**src/sv/assert_macros.svh**
```systemverilog
// ---------------------------------------------------------------------------
// Assertion macros
// Shared concurrent assertion forms for the affine point transform block.
// ---------------------------------------------------------------------------
`ifndef ASSERT_MACROS_SVH
`define ASSERT_MACROS_SVH

// Clocked assertion, disabled while reset is asserted (active low)
`define APT_ASSERT(lbl, clk, rstn, prop, msg) \
    lbl: assert property (@(posedge clk) disable iff (!(rstn)) (prop)) else $error(msg);

// Clocked assertion that also holds during reset
`define APT_ASSERT_ALWAYS(lbl, clk, prop, msg) \
    lbl: assert property (@(posedge clk) (prop)) else $error(msg);

`endif

```
**src/sv/apt2d_pkg.sv**
```systemverilog
// ---------------------------------------------------------------------------
// apt2d_pkg
// Types, constants and tables shared by the 2D affine point transform.
// ---------------------------------------------------------------------------
package apt2d_pkg;

    // Default build settings
    localparam int CORDIC_STEPS_DEF = 16;
    localparam int FRAC_BITS_DEF    = 16;

    // Step index field width (covers up to 24 CORDIC steps)
    localparam int STEP_W = 5;

    // Configuration port
    localparam int CFG_IDX_W  = 3;
    localparam int CFG_DATA_W = 32;

    typedef enum logic [CFG_IDX_W-1:0] {
        CFG_OFFSET_X = 3'd0,
        CFG_OFFSET_Y = 3'd1,
        CFG_ANGLE    = 3'd2,
        CFG_SCALE_X  = 3'd3,
        CFG_SCALE_Y  = 3'd4
    } t_cfg_idx;

    // Matrix entry indexes: world = [a c; b d] * local
    localparam logic [1:0] ENT_A = 2'd0;
    localparam logic [1:0] ENT_B = 2'd1;
    localparam logic [1:0] ENT_C = 2'd2;
    localparam logic [1:0] ENT_D = 2'd3;

    // Fixed-point constants
    localparam logic [31:0] CORDIC_GAIN_Q30 = 32'd652032874;
    localparam logic [31:0] ENTRY_ONE       = 32'd65536;
    localparam logic [31:0] INT32_MAX       = 32'h7FFF_FFFF;
    localparam logic [31:0] INT32_MIN       = 32'h8000_0000;

    // Request payloads
    typedef struct packed {
        logic signed [31:0] local_x;
        logic signed [31:0] local_y;
    } t_in;

    typedef struct packed {
        logic signed [31:0] world_x;
        logic signed [31:0] world_y;
        logic               saturated;
    } t_out;

    // Controller states
    typedef enum logic [2:0] {
        S_IDLE,
        S_CORDIC,
        S_TRIG,
        S_ENTRY,
        S_MUL0,
        S_MUL1,
        S_SUM,
        S_OUT
    } t_state;

    // Controller to datapath commands
    typedef struct packed {
        logic              cap_in;
        logic              cordic_init;
        logic              cordic_step;
        logic [STEP_W-1:0] step;
        logic              trig_load;
        logic              entry_load;
        logic [1:0]        ent;
        logic              mul0;
        logic              mul1;
        logic              sum;
        logic              load_out;
    } t_cmd;

    // Datapath to controller status
    typedef struct packed {
        logic cfg_hit;
    } t_stat;

    // CORDIC arctangent table, units of 2^-32 turn
    function automatic logic [29:0] atan_turn(input logic [STEP_W-1:0] idx);
        logic [29:0] v;
        case (idx)
            5'd0:    v = 30'd536870912;
            5'd1:    v = 30'd316933406;
            5'd2:    v = 30'd167458907;
            5'd3:    v = 30'd85004756;
            5'd4:    v = 30'd42667331;
            5'd5:    v = 30'd21354465;
            5'd6:    v = 30'd10680862;
            5'd7:    v = 30'd5340245;
            5'd8:    v = 30'd2670675;
            5'd9:    v = 30'd1335087;
            5'd10:   v = 30'd667544;
            5'd11:   v = 30'd333772;
            5'd12:   v = 30'd166886;
            5'd13:   v = 30'd83443;
            5'd14:   v = 30'd41722;
            5'd15:   v = 30'd20861;
            5'd16:   v = 30'd10430;
            5'd17:   v = 30'd5215;
            5'd18:   v = 30'd2608;
            5'd19:   v = 30'd1304;
            5'd20:   v = 30'd652;
            5'd21:   v = 30'd326;
            5'd22:   v = 30'd163;
            5'd23:   v = 30'd81;
            default: v = 30'd0;
        endcase
        return v;
    endfunction

endpackage

```
**src/sv/apt2d_ctrl.sv**
```systemverilog
// ---------------------------------------------------------------------------
// apt2d_ctrl
// Sequencer for the point transform: matrix rebuild on stale, then the
// multiply, sum and clamp steps; owns the result valid flag.
// ---------------------------------------------------------------------------
module apt2d_ctrl #(
    parameter int CORDIC_STEPS = apt2d_pkg::CORDIC_STEPS_DEF
) (
    input  logic              i_clk,
    input  logic              i_rst_n,
    input  logic              i_valid,
    output logic              o_ready,
    output logic              o_valid,
    input  logic              i_ready,
    input  apt2d_pkg::t_stat  i_stat,
    output apt2d_pkg::t_cmd   o_cmd
);
    import apt2d_pkg::*;

    localparam int SW = (CORDIC_STEPS > 1) ? $clog2(CORDIC_STEPS) : 1;

    t_state        r_state, n_state;
    logic [SW-1:0] r_step, n_step;
    logic [1:0]    r_ent, n_ent;
    logic          r_stale, n_stale;
    logic          r_out_valid, n_out_valid;

    // State and control registers
    always_ff @(posedge i_clk) begin
        if (!i_rst_n) begin
            r_state     <= S_IDLE;
            r_step      <= '0;
            r_ent       <= ENT_A;
            r_stale     <= 1'b1;
            r_out_valid <= 1'b0;
        end else begin
            r_state     <= n_state;
            r_step      <= n_step;
            r_ent       <= n_ent;
            r_stale     <= n_stale;
            r_out_valid <= n_out_valid;
        end
    end

    // Next state and commands
    always_comb begin
        n_state     = r_state;
        n_step      = r_step;
        n_ent       = r_ent;
        n_stale     = r_stale;
        n_out_valid = r_out_valid;
        o_cmd       = '0;
        o_ready     = 1'b0;

        // result taken downstream
        if (r_out_valid && i_ready) begin
            n_out_valid = 1'b0;
        end

        case (r_state)
            S_IDLE: begin
                o_ready = 1'b1;
                if (i_valid) begin
                    o_cmd.cap_in = 1'b1;
                    if (r_stale) begin
                        o_cmd.cordic_init = 1'b1;
                        n_step            = '0;
                        n_state           = S_CORDIC;
                    end else begin
                        n_state = S_MUL0;
                    end
                end
            end
            S_CORDIC: begin
                o_cmd.cordic_step = 1'b1;
                o_cmd.step        = STEP_W'(r_step);
                if (r_step == SW'(CORDIC_STEPS - 1)) begin
                    n_state = S_TRIG;
                end else begin
                    n_step = r_step + 1'b1;
                end
            end
            S_TRIG: begin
                o_cmd.trig_load = 1'b1;
                n_ent           = ENT_A;
                n_state         = S_ENTRY;
            end
            S_ENTRY: begin
                o_cmd.entry_load = 1'b1;
                o_cmd.ent        = r_ent;
                if (r_ent == ENT_D) begin
                    n_stale = 1'b0;
                    n_state = S_MUL0;
                end else begin
                    n_ent = r_ent + 1'b1;
                end
            end
            S_MUL0: begin
                o_cmd.mul0 = 1'b1;
                n_state    = S_MUL1;
            end
            S_MUL1: begin
                o_cmd.mul1 = 1'b1;
                n_state    = S_SUM;
            end
            S_SUM: begin
                o_cmd.sum = 1'b1;
                n_state   = S_OUT;
            end
            S_OUT: begin
                // load only into an empty or draining output register
                if (!r_out_valid || i_ready) begin
                    o_cmd.load_out = 1'b1;
                    n_out_valid    = 1'b1;
                    n_state        = S_IDLE;
                end
            end
            default: begin
                n_state = S_IDLE;
            end
        endcase

        // any register write marks the matrix stale
        if (i_stat.cfg_hit) begin
            n_stale = 1'b1;
        end
    end

    assign o_valid = r_out_valid;

endmodule

```
**config.mk**
```make
export PLATFORM = sky130hd
export DESIGN_NAME = apt2d_ctrl
export DESIGN_NICKNAME = d
export VERILOG_FILES = /design/src/sv/assert_macros.svh /design/src/sv/apt2d_pkg.sv /design/src/sv/apt2d_ctrl.sv
export SDC_FILE = /design/constraint.sdc
export NUM_CORES = 1
export LEC_CHECK = 0
export BUFFER_PORTS_ARGS = -buffer_cell sky130_fd_sc_hd__clkbuf_2
export CAP_MARGIN = 20
export CORE_MARGIN = 2
export CORE_UTILIZATION = 51
export DETAILED_ROUTE_END_ITERATION = 8
export PLACE_DENSITY = 0.82
export SETUP_SLACK_MARGIN = 0.15
export SYNTH_ARGS = -nofsm -noshare
export SYNTH_HDL_FRONTEND = slang
export SYNTH_SLANG_ARGS = --single-unit
```
**constraint.sdc**
```tcl
create_clock -name i_clk -period 3.4 [get_ports i_clk]
set_input_delay 0.51 -clock i_clk [delete_from_list [all_inputs] [get_ports i_clk]]
set_output_delay 0.51 -clock i_clk [all_outputs]
set_load 0.1 [all_outputs]
```
==> impl_metrics.yaml <==
status:
  status: "completed"
worst_setup_path:
  end_kind: "output port"
  worstPathRequired_ns: 2.89
  reg2reg_setup_slack_ns: 1.62
  crit_arrival_ns: 2.08
  cpLargestDelayFamily: "simple AND/OR/NAND/NOR gates"
  crit_buf_inv: 2
  cp-start-kind: "flip-flop"
  path_cells: "or3b_1, inv_2, and2_1, clkbuf_2"
  rr_endpoint: "r_step[3]$_SDFFE_PN0P_"
  crit_fanout: 12
  slowest_delay_ns: 0.53
  timing_worst_setup_path_type: "flip-flop to output port"
  critPathLaunch: "r_state[0]$_SDFFE_PN0P_"
  cp_slowest_cell: "dfxtp_1"
  r2r_start: "r_state[0]$_SDFFE_PN0P_"
  r2r_cells: 3
timing:
  setup_tns_ns: 0
  finalCritPeriodShare_pct: 76.1
  rsz0062_at_grt: "no"
  fin_skew_ns: 0.0126
  finalCriticalPeriod_ns: 2.59
  maxSlewViolCount: 0
  holdWs_ns: 0.416
  max_slew.worst_pin.slew_ns: 0.545
  maxSlewHeadroom_pct: 63.8
  max_freq_ghz: 0.386
  setup_ws_ns: 0.812
  hold_viol: 0
  setup_viol: 0
final_layout:
  nets: 114
  layout-area-overhead-vs-synth_pct: 18.2
  final_area_sq_um: 797
  fin_cells: 121
  drive_gt1_share_pct: 25.5
  diodes: 0
  fillers: 126
  fin_util_pct: 62.8
clock_tree:
  cts-hold-fix-buffers: 0
  cts_setup_buffers: 0
  clock_latency_ns: 0.28
  clock-sinks: 11
  cts_made_buffers: 3
  cts_tree: "yes"
  path_clk_slew_ns: 0.08
  cts_resized: 0
  htreeDepth: 1
  clock_path_buffers: 2
  cts_root_buf: "clkbuf_4"
grt:
  grt_pass1_wl_um: 2300
  grt.overflow.total: 0
  track_usage_pct: 21.7
  antenna_found_initial: 0
  grt_pass1_vias: 561
  grt_max_degree: 17
place:
  dp_slack_ns: 1.14
  portBuffers: 21
  place_area_sq_um: 771
  dp_hpwl_um: 1140
  place.gp.congestion: 0.827
  place_inst: 117
synth:
  netlist_instances: 87
  synthAdderAreaFrac_pct: 3.71
  syn_area_per_cell_sq_um: 7.75
  synthXorXnorAreaFrac_pct: 0
  yosysTopAreaCell: "dfxtp_1"
  async_reset_ff_share_pct: 0
  ys_seq_area_share_pct: 32.7
  synth_top_family_by_area: "simple AND/OR/NAND/NOR gates"
  syn_area_sq_um: 674
  yosysMostFrequentCell: "dfxtp_1"
  synthMuxAreaShare_pct: 1.48
  synth_compound_gate_area_share_pct: 20.2
  synthFlopType: "dfxtp_1"
  synth_fp_nets: 94
  synth-simple-area-share_pct: 32.8
  synthTopCellsByArea: "dfxtp_1 33%, a21oi_1 5.9%, and2_1 4.6%"
  synth-seq-cells: 11
  synth_top_area_share_pct: 32.7
  yosysWarnings: 0
  ys_types: 36
  synth_edf_count: 0
  synth_common_cells: "11 x dfxtp_1, 8 x a21oi_1, 5 x and2_1, 5 x inv_1, 5 x nand3_1"
routing:
  drt_wl_total_um: 1560
  via_per_inst: 5.75
  drc_errors: 0
  wl_per_cell_um: 12.9
  drtIter0Drc: 11
  num_vias: 696
  final_antenna_net_count: 0
  dr.pass1.iters: 4
hold_path:
  hold_path_class: "input pin to flip-flop"
  hold_end: "r_stale$_SDFFE_PP1P_"
  hold_depth: 2
  hold_start: "i_stat"
floorplan:
  fp.dieArea_sq_um: 1630
  die_x_um: 40.4
  initial_core_util_pct: 53.2
  ios: 23
  core_area_sq_um: 1270
  num_rows: 13
  chipHeight_um: 40.4
power_and_ir_drop:
  p_per_area_nw_per_um2: 375
  p_leak_nw: 0.354
  vdd_drop_max_mv: 0.233
  power_mw: 0.299
flow_run:
  drv_cap: 0
layer usage:
metal / part of all wire (%) / vias to the layer above / track usage, %
li1: - / 348 / -
met5: 0 / - / 0
met1: 44 / 323 / 25.9
met2: 49 / 21 / 33.7
met4: 1.3 / 0 / 12.5
met3: 5.6 / 4 / 6.67
area by class of cell:
type	count	area, sq um	area share (%)
inverters	8	30.0	3.77
flip-flops and latches	11	220	27.6
repair buffers	21	105	13.2
multi-input cells	62	397	49.8
well taps	15	18.8	2.35
clock buffers	4	26.3	3.30
kinds of logic (layout without fill, tap and decap cells):
logic type | count (synthesis) | count (layout)
flops | 11 | 11
other cells | 1 | 1
mux | 1 | 1
compound gates | 21 | 21
fa+ha+maj | 2 | 2
buf+inv | 14 | 33
simple gates | 37 | 37
power breakdown:
group	total, mW	switching [mW]	internal, mW
Clock	0.0964	0.0508	0.0456
Sequential	0.135	0.00425	0.131
Combinational	0.0672	0.0549	0.0123
Total	0.299	0.110	0.189
worst max path at each step:
stage,slack (ns),cells after the start,to
2_1_floorplan,0.15,3,o_cmd[2]
3_3_place_gp,1.20,4,o_cmd[8]
3_5_place_dp,1.14,4,o_cmd[8]
4_1_cts,0.83,4,o_cmd[9]
5_1_grt,0.76,4,o_cmd[9]
6_report,0.81,4,o_cmd[9]
sequential cells by signal (all words and copies together) (netlist names):
signal / cells
r_step: 4
r_state: 3
r_ent: 2
o_valid: 1
r_stale: 1
layout by cell type (no fill, tap or decap), types with 2 or more instances in the layout:
cell type / synthesis / layout
and3_1: 2 / 2
nor2_1: 4 / 4
a21oi_1: 8 / 8
or3b_1: 2 / 2
nor3_1: 3 / 3
nand3_1: 5 / 5
a211o_1: 2 / 2
o21ai_1: 2 / 2
inv_1: 5 / 5
inv_2: 3 / 3
or4_1: 2 / 2
and3b_1: 2 / 2
dfxtp_1: 11 / 11
clkbuf_2: 0 / 21
or3_1: 2 / 2
clkbuf_4: 0 / 3
ha_1: 2 / 2
nand3b_1: 2 / 2
and2_1: 5 / 5
nand2_1: 4 / 4
worst reg2reg max path: cells and delay by family, from the launching register on:
| kind | cells | cell delay [ns] |
|---|---|---|
| simple gates | 2 | 1.04 |
| flops | 1 | 0.53 |
| compound gates | 1 | 0.14 |
No activity file was read; power rests on OpenSTA's default activity.
